File: src/hw/rtl/rbb_pkg.sv
// Package for the RGB box blur core: constants, register indexes and queue entry type.
// Used by every module of the block; no dependencies.
`timescale 1ns / 1ps
package rbb_pkg;
  localparam int MaxRadius  = 7;
  localparam int MaxWidth   = 1024;
  localparam int HeightLim  = 4096;
  localparam int StoreDepth = 2 * MaxRadius * MaxWidth + 2 * MaxRadius + 1;
  localparam int AddrW      = $clog2(StoreDepth);

  localparam logic [1:0] REG_RADIUS = 2'd0;
  localparam logic [1:0] REG_WIDTH  = 2'd1;
  localparam logic [1:0] REG_HEIGHT = 2'd2;

  // Work handed from the front end to the back end: store a pixel, emit an output, or both.
  typedef struct packed {
    logic        wr;
    logic [AddrW-1:0] addr;
    logic [23:0] pix;
    logic        emit;
  } rbb_job_t;
endpackage

File: src/hw/rtl/rbb_queue.sv
// Two-entry queue between front and back end of the box blur core.
// Depends on rbb_pkg.
`timescale 1ns / 1ps
module rbb_queue (
  input  logic              clk,
  input  logic              rst_n,
  input  logic              flush,
  input  logic              wr_valid,
  output logic              wr_ready,
  input  rbb_pkg::rbb_job_t wr_data,
  output logic              rd_valid,
  input  logic              rd_ready,
  output rbb_pkg::rbb_job_t rd_data
);
  import rbb_pkg::*;
  rbb_job_t  mem_r [2];
  logic      wp_r, rp_r;
  logic [1:0] cnt_r;
  assign wr_ready = cnt_r != 2'd2;
  assign rd_valid = cnt_r != 2'd0;
  assign rd_data  = mem_r[rp_r];
  always_ff @(posedge clk) begin
    if (wr_valid && wr_ready) mem_r[wp_r] <= wr_data;
  end
  always_ff @(posedge clk) begin
    if (!rst_n || flush) begin
      wp_r <= 1'b0; rp_r <= 1'b0; cnt_r <= '0;
    end else begin
      if (wr_valid && wr_ready) wp_r <= ~wp_r;
      if (rd_valid && rd_ready) rp_r <= ~rp_r;
      cnt_r <= cnt_r + 2'(wr_valid && wr_ready) - 2'(rd_valid && rd_ready);
    end
  end
endmodule

File: config.mk
export PLATFORM = sky130hd
export DESIGN_NAME = rbb_queue
export DESIGN_NICKNAME = d
export VERILOG_FILES = /design/src/hw/rtl/rbb_pkg.sv /design/src/hw/rtl/rbb_queue.sv
export SDC_FILE = /design/constraint.sdc
export NUM_CORES = 1
export LEC_CHECK = 0
export BUFFER_PORTS_ARGS = -buffer_cell sky130_fd_sc_hd__buf_2
export CAP_MARGIN = 20
export CELL_PAD_IN_SITES_DETAIL_PLACEMENT = 0
export CELL_PAD_IN_SITES_GLOBAL_PLACEMENT = 1
export CORE_ASPECT_RATIO = 1.2
export CORE_UTILIZATION = 47
export CTS_CLUSTER_SIZE = 24
export DETAILED_ROUTE_END_ITERATION = 8
export GPL_ROUTABILITY_DRIVEN = 1
export GPL_TIMING_DRIVEN = 0
export HOLD_SLACK_MARGIN = 0.12
export PLACE_DENSITY = 0.91
export SLEW_MARGIN = 25
export SYNTH_ARGS = -nofsm -noshare
export SYNTH_HDL_FRONTEND = slang
export SYNTH_SLANG_ARGS = --single-unit
File: constraint.sdc
create_clock -name clk -period 6.66 [get_ports clk]
set_input_delay 1.332 -clock clk [delete_from_list [all_inputs] [get_ports clk]]
set_output_delay 1.332 -clock clk [all_outputs]
set_load 0.01 [all_outputs]
==> summary.md <==
| Metric | Value |
|---|---|
| Status | finished clean |
| Share of the synthesized area in the top cell type | 0.730 |
| Number of max-cap violations | 0 |
| Mapped cell area | about 3300 um^2 |
| Routability Congestion | 0.673 |
| Startpoint types | flop |
| Avg Vias per Cell | ~4.8 |
| Post-synth cell types | 14 |
| Routed vias | between 1.5k and 2k |
| TNS Setup | 0 ns |
| Worst hold slack | a little over 0.5 ns |
| Htree depth | 3 |
| WS Path Type | flop to output port |
| First-pass GRT wire length | between 7 and 8 mm |
| Synth Register Bits | 85 |
| Worst setup EP type | output port |
| Syn_area_per_cell | 21.8 um^2 |
| Inserted Clock Buffers | 9 |
| Hold buffers post-CTS | 0 |
| Syn Nets | 198 |
| Post-Synthesis Cells | between 150 and 200 |
| Clock Sinks | 85 |
| Initial antenna violation count | 0 |
| Unrepaired setup endpoints after global routing | false |
| CP max stage cell | dfxtp_1 |
| Clk root buf | clkbuf_8 |
| FILL cells | approximately 550 |
| CP Max Fanout | 10 |
| Skew-Pair Late Insertion Delay | 0.34 ns |
| WP data arrival | around 1.5 ns |
| Largest net degree at the start of global routing | 24 |
| Clock Skew | 0.0102 ns |
| Power Density | approximately 280 nW/um^2 |
| Critical Path, Cell by Cell | buf_6 > mux2_4 > buf_2 |
| Achievable frequency | 0.355 GHz |
| CP Data Required Time | 5.33 ns |
| Final setup viols | 0 |
| Worst hold path type | flop to flop |
| Starting density of the core | 0.483 |
| Die width | 78.4 um |
| Remaining antenna violation count | 0 |
| Wire length per cell | 13.9 um |
| ANT cells | 0 |
| Yosys warns | 0 |
| DRT Wirelength | 4.74 mm |
| Final Hold Viols | 0 |
| Drt drc | 0 |
| Fin crit period | 2.82 ns |
| Maximum VDD drop | around 180 uV |
| Register area share after synthesis | 0.760 |
| Vias in the first global route | about 1.6k |
| # IOs | 87 |
| HPWL after DPL | 3.38 mm |
| Synth area leader | edfxtp_1 |
| Max incr delay on CP | 0.47 ns |
| Global route overflow | 0 |
| Clock buffer depth | 2 |
| Final Max Slew Viols | 0 |
| Die H | 93.7 um |
| Post-CTS Setup Bufs | 0 |
| Core area | 6810 um^2 |
| DR iter-0 viols | 53 |
| PortBufs | 86 |
| Post-CTS sizing | 0 |
| Pre-Repair DR Iteration Count | 5 |
| CTS clk-pin slew, worst paths | 0.07 ns |
| Top cells by area, synth | edfxtp_1, mux2_4, dfxtp_1 |
| Final nets | 297 |
| Max-Slew Margin vs Limit | 0.601 |
| GRT Total Usage | 0.140 |
| Ratio of cells with drive above 1 in the final layout | 0.602 |
| Placement Rows | 33 |
| Leakage power | 1.65 nW |
| Die area | 7340 um^2 |
| TritonCTS clock tree | yes |
| Slew @ Worst Pin | roughly 0.60 ns |
| R2r setup slk | 4.98 ns |
| Final Cycle Share | 0.423 |
| Layout area overhead | 25.7% |
[worst paths after layout]
kind / startpoint / endpoint / cells after the start
max: flop / rd_data[14] / 3
min: rp_r / flop / 2
max reg2reg: cnt_r[0] / mem_r[0][17] / 4
min reg2reg: rp_r / flop / 2
[placed cells by master, fill, tap and decap left out, types with 3 or more instances in the layout]
cell type and count:
buf_2 86, edfxtp_1 80, mux2_4 41, clkbuf_8 9, nor2_1 6, dfxtp_1 5
buf_6 4, inv_1 3, bufinv_16 3
[worst max-delay path, delay by kind of cell, from the launching register on]
family   cells  cell delay (ns)
mux          1             0.32
buf+inv      2             0.36
flops        1             0.47
[final cells by class]
type,count,area [um^2],area share
well taps,87,109,0.0263
clock inverters,6,113,0.0272
multi-input cells,59,748,0.181
inverters,3,11.3,0.00272
clock buffers,9,124,0.0299
plain buffers,4,45.0,0.0109
flip-flops and latches,85,2500,0.605
repair buffers,88,485,0.117
[cells in the mapped netlist, drive strengths merged]
| library cell | instances |
|---|---|
| xor2 | 1 |
| dfxtp | 5 |
| nand2b | 2 |
| buf | 4 |
| edfxtp | 80 |
| or2 | 1 |
| nor2 | 8 |
| mux2 | 41 |
| inv | 3 |
| nand2 | 1 |
| ha | 2 |
| o21a | 1 |
| xnor2 | 2 |
[routing by layer]
layer | GRT usage | wire length, um | vias to the layer above
met5 | 0 | 0 | -
met4 | 0.0833 | 57 | 0
met3 | 0.0350 | 178 | 5
met2 | 0.251 | 2700 | 48
met1 | 0.146 | 1800 | 791
li1 | - | - | 776
[logic make-up (layout without fill, tap and decap cells)]
| logic type | after synthesis | after routing | share of synthesized area |
|---|---|---|---|
| fa+ha+maj | 2 | 2 | 0.00760 |
| flops | 85 | 85 | 0.760 |
| mux | 41 | 41 | 0.187 |
| compound gates | 1 | 1 | 0.00266 |
| simple gates | 12 | 12 | 0.0175 |
| buf+inv | 7 | 110 | 0.0171 |
| xor+xnor | 3 | 3 | 0.00798 |
[sequential cells by signal, summed over array words and instances (netlist names), named ones only]
signal	cells
mem_r	80
rp_r	1
wp_r	1
cnt_r	2
[through the flow]
step / instance area, um^2 / total power [mW] / instances / util / setup WS, ns
global route: 4140 / 1.18 / 341 / 0.607 / 3.75
global placement: 3830 / 0.730 / 324 / 0.562 / 2.18
floorplan: 3290 / 0.690 / 151 / - / 3.13
detailed placement: 3900 / 0.738 / 326 / 0.573 / 4.05
CTS: 4140 / 1.15 / 341 / 0.607 / 3.78
finish: 4140 / 1.14 / 341 / 0.607 / 3.84
[power by group]
part           internal, mW  switching (mW)
combinational        0.0566          0.0471
sequential            0.612         0.00702
clock                 0.248           0.168
(Power assumes the default switching activity.)
