`src/hw/rtl/rbb_pkg.sv`:
```
// Package for the RGB box blur core: constants, register indexes and queue entry type.
// Used by every module of the block; no dependencies.
`timescale 1ns / 1ps
package rbb_pkg;
  localparam int MaxRadius  = 7;
  localparam int MaxWidth   = 1024;
  localparam int HeightLim  = 4096;
  localparam int StoreDepth = 2 * MaxRadius * MaxWidth + 2 * MaxRadius + 1;
  localparam int AddrW      = $clog2(StoreDepth);

  localparam logic [1:0] REG_RADIUS = 2'd0;
  localparam logic [1:0] REG_WIDTH  = 2'd1;
  localparam logic [1:0] REG_HEIGHT = 2'd2;

  // Work handed from the front end to the back end: store a pixel, emit an output, or both.
  typedef struct packed {
    logic        wr;
    logic [AddrW-1:0] addr;
    logic [23:0] pix;
    logic        emit;
  } rbb_job_t;
endpackage

```
`src/hw/rtl/rbb_front.sv`:
```
// Front end: registers, input position tracking and classification of each word.
// Depends on rbb_pkg.
`timescale 1ns / 1ps
module rbb_front (
  input  logic              clk,
  input  logic              rst_n,
  input  logic              in_valid,
  output logic              in_ready,
  input  logic              in_req_type,
  input  logic [23:0]       in_pix,
  input  logic              cfg_valid,
  input  logic [1:0]        cfg_index,
  input  logic [12:0]       cfg_data,
  output logic              job_valid,
  input  logic              job_ready,
  output rbb_pkg::rbb_job_t job,
  output logic [2:0]        radius,
  output logic [10:0]       width,
  output logic [12:0]       height,
  output logic              restart
);
  import rbb_pkg::*;
  logic [2:0]  radius_r;
  logic [10:0] width_r;
  logic [12:0] height_r;
  logic [22:0] in_lin_r, in_lin_nxt;
  logic [22:0] em_pend_r, em_pend_nxt; // emits issued (front count)
  logic [AddrW-1:0] addr_r;
  logic [22:0] total, lag;
  logic        cfg_hold_r;
  logic        is_pix, do_emit, do_any, frame_done;

  always_comb begin
    radius = (radius_r > 3'(MaxRadius)) ? 3'(MaxRadius) : radius_r;
    width  = (width_r == 11'd0) ? 11'd1 : (width_r > 11'(MaxWidth) ? 11'(MaxWidth) : width_r);
    height = (height_r == 13'd0) ? 13'd1 :
             (height_r > 13'(HeightLim) ? 13'(HeightLim) : height_r);
  end

  // Registered products keep the multipliers off the item path.
  always_ff @(posedge clk) begin
    total <= 23'(width) * 23'(height);
    lag   <= 23'(radius) * 23'(width) + 23'(radius);
  end

  // The input waits in the cycle after a register write so that the products above catch up.
  always_ff @(posedge clk) begin
    if (!rst_n) begin
      cfg_hold_r <= 1'b0;
    end else begin
      cfg_hold_r <= restart;
    end
  end

  assign restart  = cfg_valid && (cfg_index inside {REG_RADIUS, REG_WIDTH, REG_HEIGHT});
  assign in_ready = job_ready && !cfg_valid && !cfg_hold_r;
  always_comb begin
    is_pix  = !in_req_type && (in_lin_r < total);
    do_emit = is_pix ? ((in_lin_r + 23'd1) > em_pend_r + lag) :
              ((in_lin_r >= total) && (em_pend_r < total));
    do_any  = is_pix || do_emit;
    frame_done = do_emit && ((em_pend_r + 23'd1) == total);
    job_valid = in_valid && !cfg_valid && !cfg_hold_r && do_any;
    job.wr   = is_pix;
    job.addr = addr_r;
    job.pix  = in_pix;
    job.emit = do_emit;
    in_lin_nxt  = in_lin_r;
    em_pend_nxt = em_pend_r;
    if (in_valid && in_ready) begin
      if (frame_done) begin
        in_lin_nxt  = '0;
        em_pend_nxt = '0;
      end else begin
        if (is_pix) in_lin_nxt = in_lin_r + 23'd1;
        if (do_emit) em_pend_nxt = em_pend_r + 23'd1;
      end
    end
  end

  // The frame ends on the word that issues its final emit; the next pixel starts a new one.
  always_ff @(posedge clk) begin
    if (!rst_n) begin
      radius_r <= 3'd1; width_r <= 11'd1024; height_r <= 13'd1024;
      in_lin_r <= '0; em_pend_r <= '0; addr_r <= '0;
    end else if (cfg_valid) begin
      case (cfg_index)
        REG_RADIUS: radius_r <= cfg_data[2:0];
        REG_WIDTH:  width_r  <= cfg_data[10:0];
        REG_HEIGHT: height_r <= cfg_data;
        default: ;
      endcase
      if (restart) begin
        in_lin_r <= '0; em_pend_r <= '0; addr_r <= '0;
      end
    end else begin
      in_lin_r  <= in_lin_nxt;
      em_pend_r <= em_pend_nxt;
      if (in_valid && in_ready) begin
        if (frame_done)
          addr_r <= '0;
        else if (is_pix)
          addr_r <= (addr_r == AddrW'(StoreDepth - 1)) ? '0 : addr_r + 1'b1;
      end
    end
  end
endmodule

```
`config.mk`:
```
export PLATFORM = sky130hd
export DESIGN_NAME = rbb_front
export DESIGN_NICKNAME = d
export VERILOG_FILES = /design/src/hw/rtl/rbb_pkg.sv /design/src/hw/rtl/rbb_front.sv
export SDC_FILE = /design/constraint.sdc
export NUM_CORES = 1
export LEC_CHECK = 0
export BUFFER_PORTS_ARGS = -buffer_cell sky130_fd_sc_hd__buf_2
export CAP_MARGIN = 20
export CORE_MARGIN = 4
export CORE_UTILIZATION = 60
export DETAILED_ROUTE_END_ITERATION = 10
export PLACE_DENSITY = 0.86
export SYNTH_ARGS = -nofsm -noshare
export SYNTH_HDL_FRONTEND = slang
export SYNTH_SLANG_ARGS = --single-unit
```
`constraint.sdc`:
```
create_clock -name clk -period 6.7 [get_ports clk]
set_input_delay 1.005 -clock clk [delete_from_list [all_inputs] [get_ports clk]]
set_output_delay 1.005 -clock clk [all_outputs]
set_load 0.01 [all_outputs]
```
==> results.json <==
{
  "status": "completed",
  "first_pass_iters": 7,
  "slew_headroom_pct": 32.4,
  "place_area_mm2": 0.0146,
  "cts.sinks": 126,
  "synth_top_cell_by_area": "dfxtp_1",
  "layout-drive-gt1-share_pct": 8.31,
  "rows": 55,
  "cts_max_level": 4,
  "clockBufferDepth": 2,
  "netlist-cell-type-count": 74,
  "synth_edf_count": 0,
  "crit_path_end_kind": "output port",
  "hold_class": "flip-flop to flip-flop",
  "start_kind": "flip-flop",
  "fin_crit_sh_pct": 95.3,
  "cts_made_buffers": 17,
  "synth_ff_type": "dfxtp_1",
  "first_iter_violations": 969,
  "die_height_um": 162,
  "fin_crit_ns": 6.39,
  "nNetsFinal": 2045,
  "synth-seq-cells": 126,
  "grt_pass1_vias": 12500,
  "timing.final.max_slew_violations": 0,
  "syn_inst": 1706,
  "ant_nets": 0,
  "antenna_found_initial": 0,
  "yosysMostFrequentCell": "nand2_1",
  "drc": 0,
  "start_util_pct": 61.8,
  "yosys-top-cells-count": "208 x nand2_1, 204 x inv_1, 172 x ha_1",
  "globalplace.congestion": 1.02,
  "synthArstFlopShare_pct": 0,
  "die_area_mm2": 0.0261,
  "drt-total-wl_um": 36900,
  "area_growth_pct": 7.54,
  "grt_setup_unrepaired": "yes",
  "max_freq_ghz": 0.157,
  "coreArea_mm2": 0.0229,
  "cts_tree": "built",
  "path_clk_slew_ns": 0.06,
  "groute.usage.overall_pct": 28.7,
  "maxCapViolations": 0,
  "floorplan.die.width_um": 162,
  "synth_top_area_share_pct": 17.8,
  "syn-mean-instance-area_um2": 8.30,
  "grt_first_pass_wirelength_um": 61300,
  "ys_seq_area_share_pct": 17.8,
  "synth.net_count": 2032,
  "hold_depth": 2,
  "overflow": 0,
  "rr_worst_depth": 20,
  "ir_drop_v": 0.000152,
  "hpwlAfterDp_um": 29000,
  "synth_warnings": 0,
  "setup_viol": 0,
  "wire_per_inst_um": 18.1,
  "leakage_nw": 7.44,
  "powerDensity_mw_per_mm2": 132,
  "path_class": "flip-flop to output port",
  "diodes": 0,
  "clk_latency_ns": 0.43,
  "power_mw": 2.01,
  "hold_violations": 0,
  "pin_count": 115,
  "arrival_ns": 5.38,
  "vias_per_cell": 6.03,
  "syn_area_mm2": 0.0142,
  "synthTopCellsByArea": "dfxtp_1 18%, fa_1 15%, ha_1 15%, nand2_1 5.5%, inv_1 5.4%",
  "critPathRequiredTime_ns": 5.69,
  "worst-path-max-fanout": 6,
  "skew_ns": 0.0173,
  "num_vias": 12300,
  "hold_ws_ns": 0.490,
  "port_buffers": 66,
  "tightestPinTransition_ns": 0.989,
  "final_area_mm2": 0.0152,
  "grt_max_degree": 56,
  "clock-root-buffer": "clkbuf_16"
}
==> metrics by stage <==
step | TNS [ns] | utilization (%) | setup WS (ns) | std cells
final | 0 | 66.4 | 0.315 | 2045
after global routing | -0.0132 | 66.4 | -0.0132 | 2045
after global placement | 0 | 63.5 | 0.631 | 2012
after detailed placement | 0 | 63.5 | 0.429 | 2012
after floorplan | 0 | - | 0.820 | 1706
after CTS | 0 | 66.3 | 0.0610 | 2044
==> critical path: stages, from the launching register on <==
cell and delay, ns:
dfxtp_1 0.35, ha_1 0.24, fa_1 0.41, a21o_1 0.20
a21oi_1 0.22, o21ai_0 0.19, o41ai_1 0.31, buf_4 0.19
o211ai_1 0.11, o41a_1 0.38, a31oi_4 0.24, nand2b_1 0.15
xor2_1 0.19, ha_1 0.27, and2_0 0.18, a221o_1 0.29
a221oi_1 0.24, o21ai_0 0.14, a21o_1 0.20, a31oi_4 0.23
inv_1 0.08, buf_2 0.14
==> cell families (layout without fill, tap and decap cells) <==
logic type / Yosys count / after routing / share of synthesized area [%]
and+or+nand+nor: 580 / 580 / 20.1
buffers and inverters: 311 / 337 / 9.23
adders and majority gates: 281 / 281 / 30.6
AOI/OAI and AO/OA: 281 / 281 / 14.2
DFF: 126 / 126 / 17.8
xor gates and xnor gates: 107 / 107 / 6.62
muxes: 20 / 20 / 1.47
==> power breakdown <==
part / leakage (nW) / switching [mW] / total (mW) / internal, mW
Sequential: 1.02 / 0.0148 / 0.777 / 0.762
Clock: 0.311 / 0.381 / 1.01 / 0.631
Combinational: 6.11 / 0.136 / 0.218 / 0.0823
Total: 7.44 / 0.532 / 2.01 / 1.48
==> routing by layer <==
metal	vias to the layer above	global-route usage [%]	part of all wire [%]
met4	0	12.5	4.7
met3	145	5.03	7.2
met2	566	49.8	49
li1	5692	-	-
met1	5934	35.1	39
met5	-	0	0
==> timing repair <==
| item | 4_1_cts | 5_1_grt |
|---|---|---|
| endpoints found under the setup margin | 0 | 2 |
| buffers inserted | 0 | 0 |
| hold buffers | 0 | 0 |
| gates resized for setup | 0 | 5 |
| endpoints found under the hold margin | 0 | 0 |
==> flip-flops by register name, summed over array words and instances (netlist names) <==
signal,count
addr_r,14
in_lin_r,23
radius_r,3
lag,15
height_r,13
em_pend_r,23
cfg_hold_r,1
width_r,11
total,23
==> path summary, 6_finish.rpt <==
path,startpoint,end,slack (ns)
worst max-delay path,em_pend_r[0],job[0],0.31
worst min-delay path,height_r[7],height_r[7],0.49
worst max register to register,height_r[12],total[22],0.50
worst min register to register,height_r[7],height_r[7],0.49
==> placed cells by master, fill, tap and decap left out, types with 21 or more instances in the layout <==
| master | netlist | routed |
|---|---|---|
| a21boi_0 | 37 | 37 |
| a21o_1 | 27 | 27 |
| a21oi_1 | 55 | 55 |
| and2_1 | 28 | 28 |
| and3_1 | 22 | 22 |
| buf_2 | 19 | 66 |
| buf_4 | 28 | 23 |
| dfxtp_1 | 126 | 126 |
| fa_1 | 109 | 109 |
| ha_1 | 172 | 172 |
| inv_1 | 204 | 204 |
| nand2_1 | 208 | 208 |
| nand2b_1 | 28 | 28 |
| nand3_1 | 43 | 43 |
| nor2_1 | 110 | 110 |
| nor2b_1 | 43 | 43 |
| nor3_1 | 26 | 26 |
| o21ai_0 | 40 | 40 |
| o21bai_1 | 21 | 21 |
| xnor2_1 | 60 | 60 |
| xor2_1 | 47 | 47 |
==> area by class of cell <==
type,count,area [um^2]
fillers,1869,7690
repair buffers,89,503
well taps,313,392
multi-input cells,1269,10400
clock inverters,14,204
inverters,216,811
clock buffers,18,429
flip-flops and latches,126,2520
(Power assumes the default switching activity.)
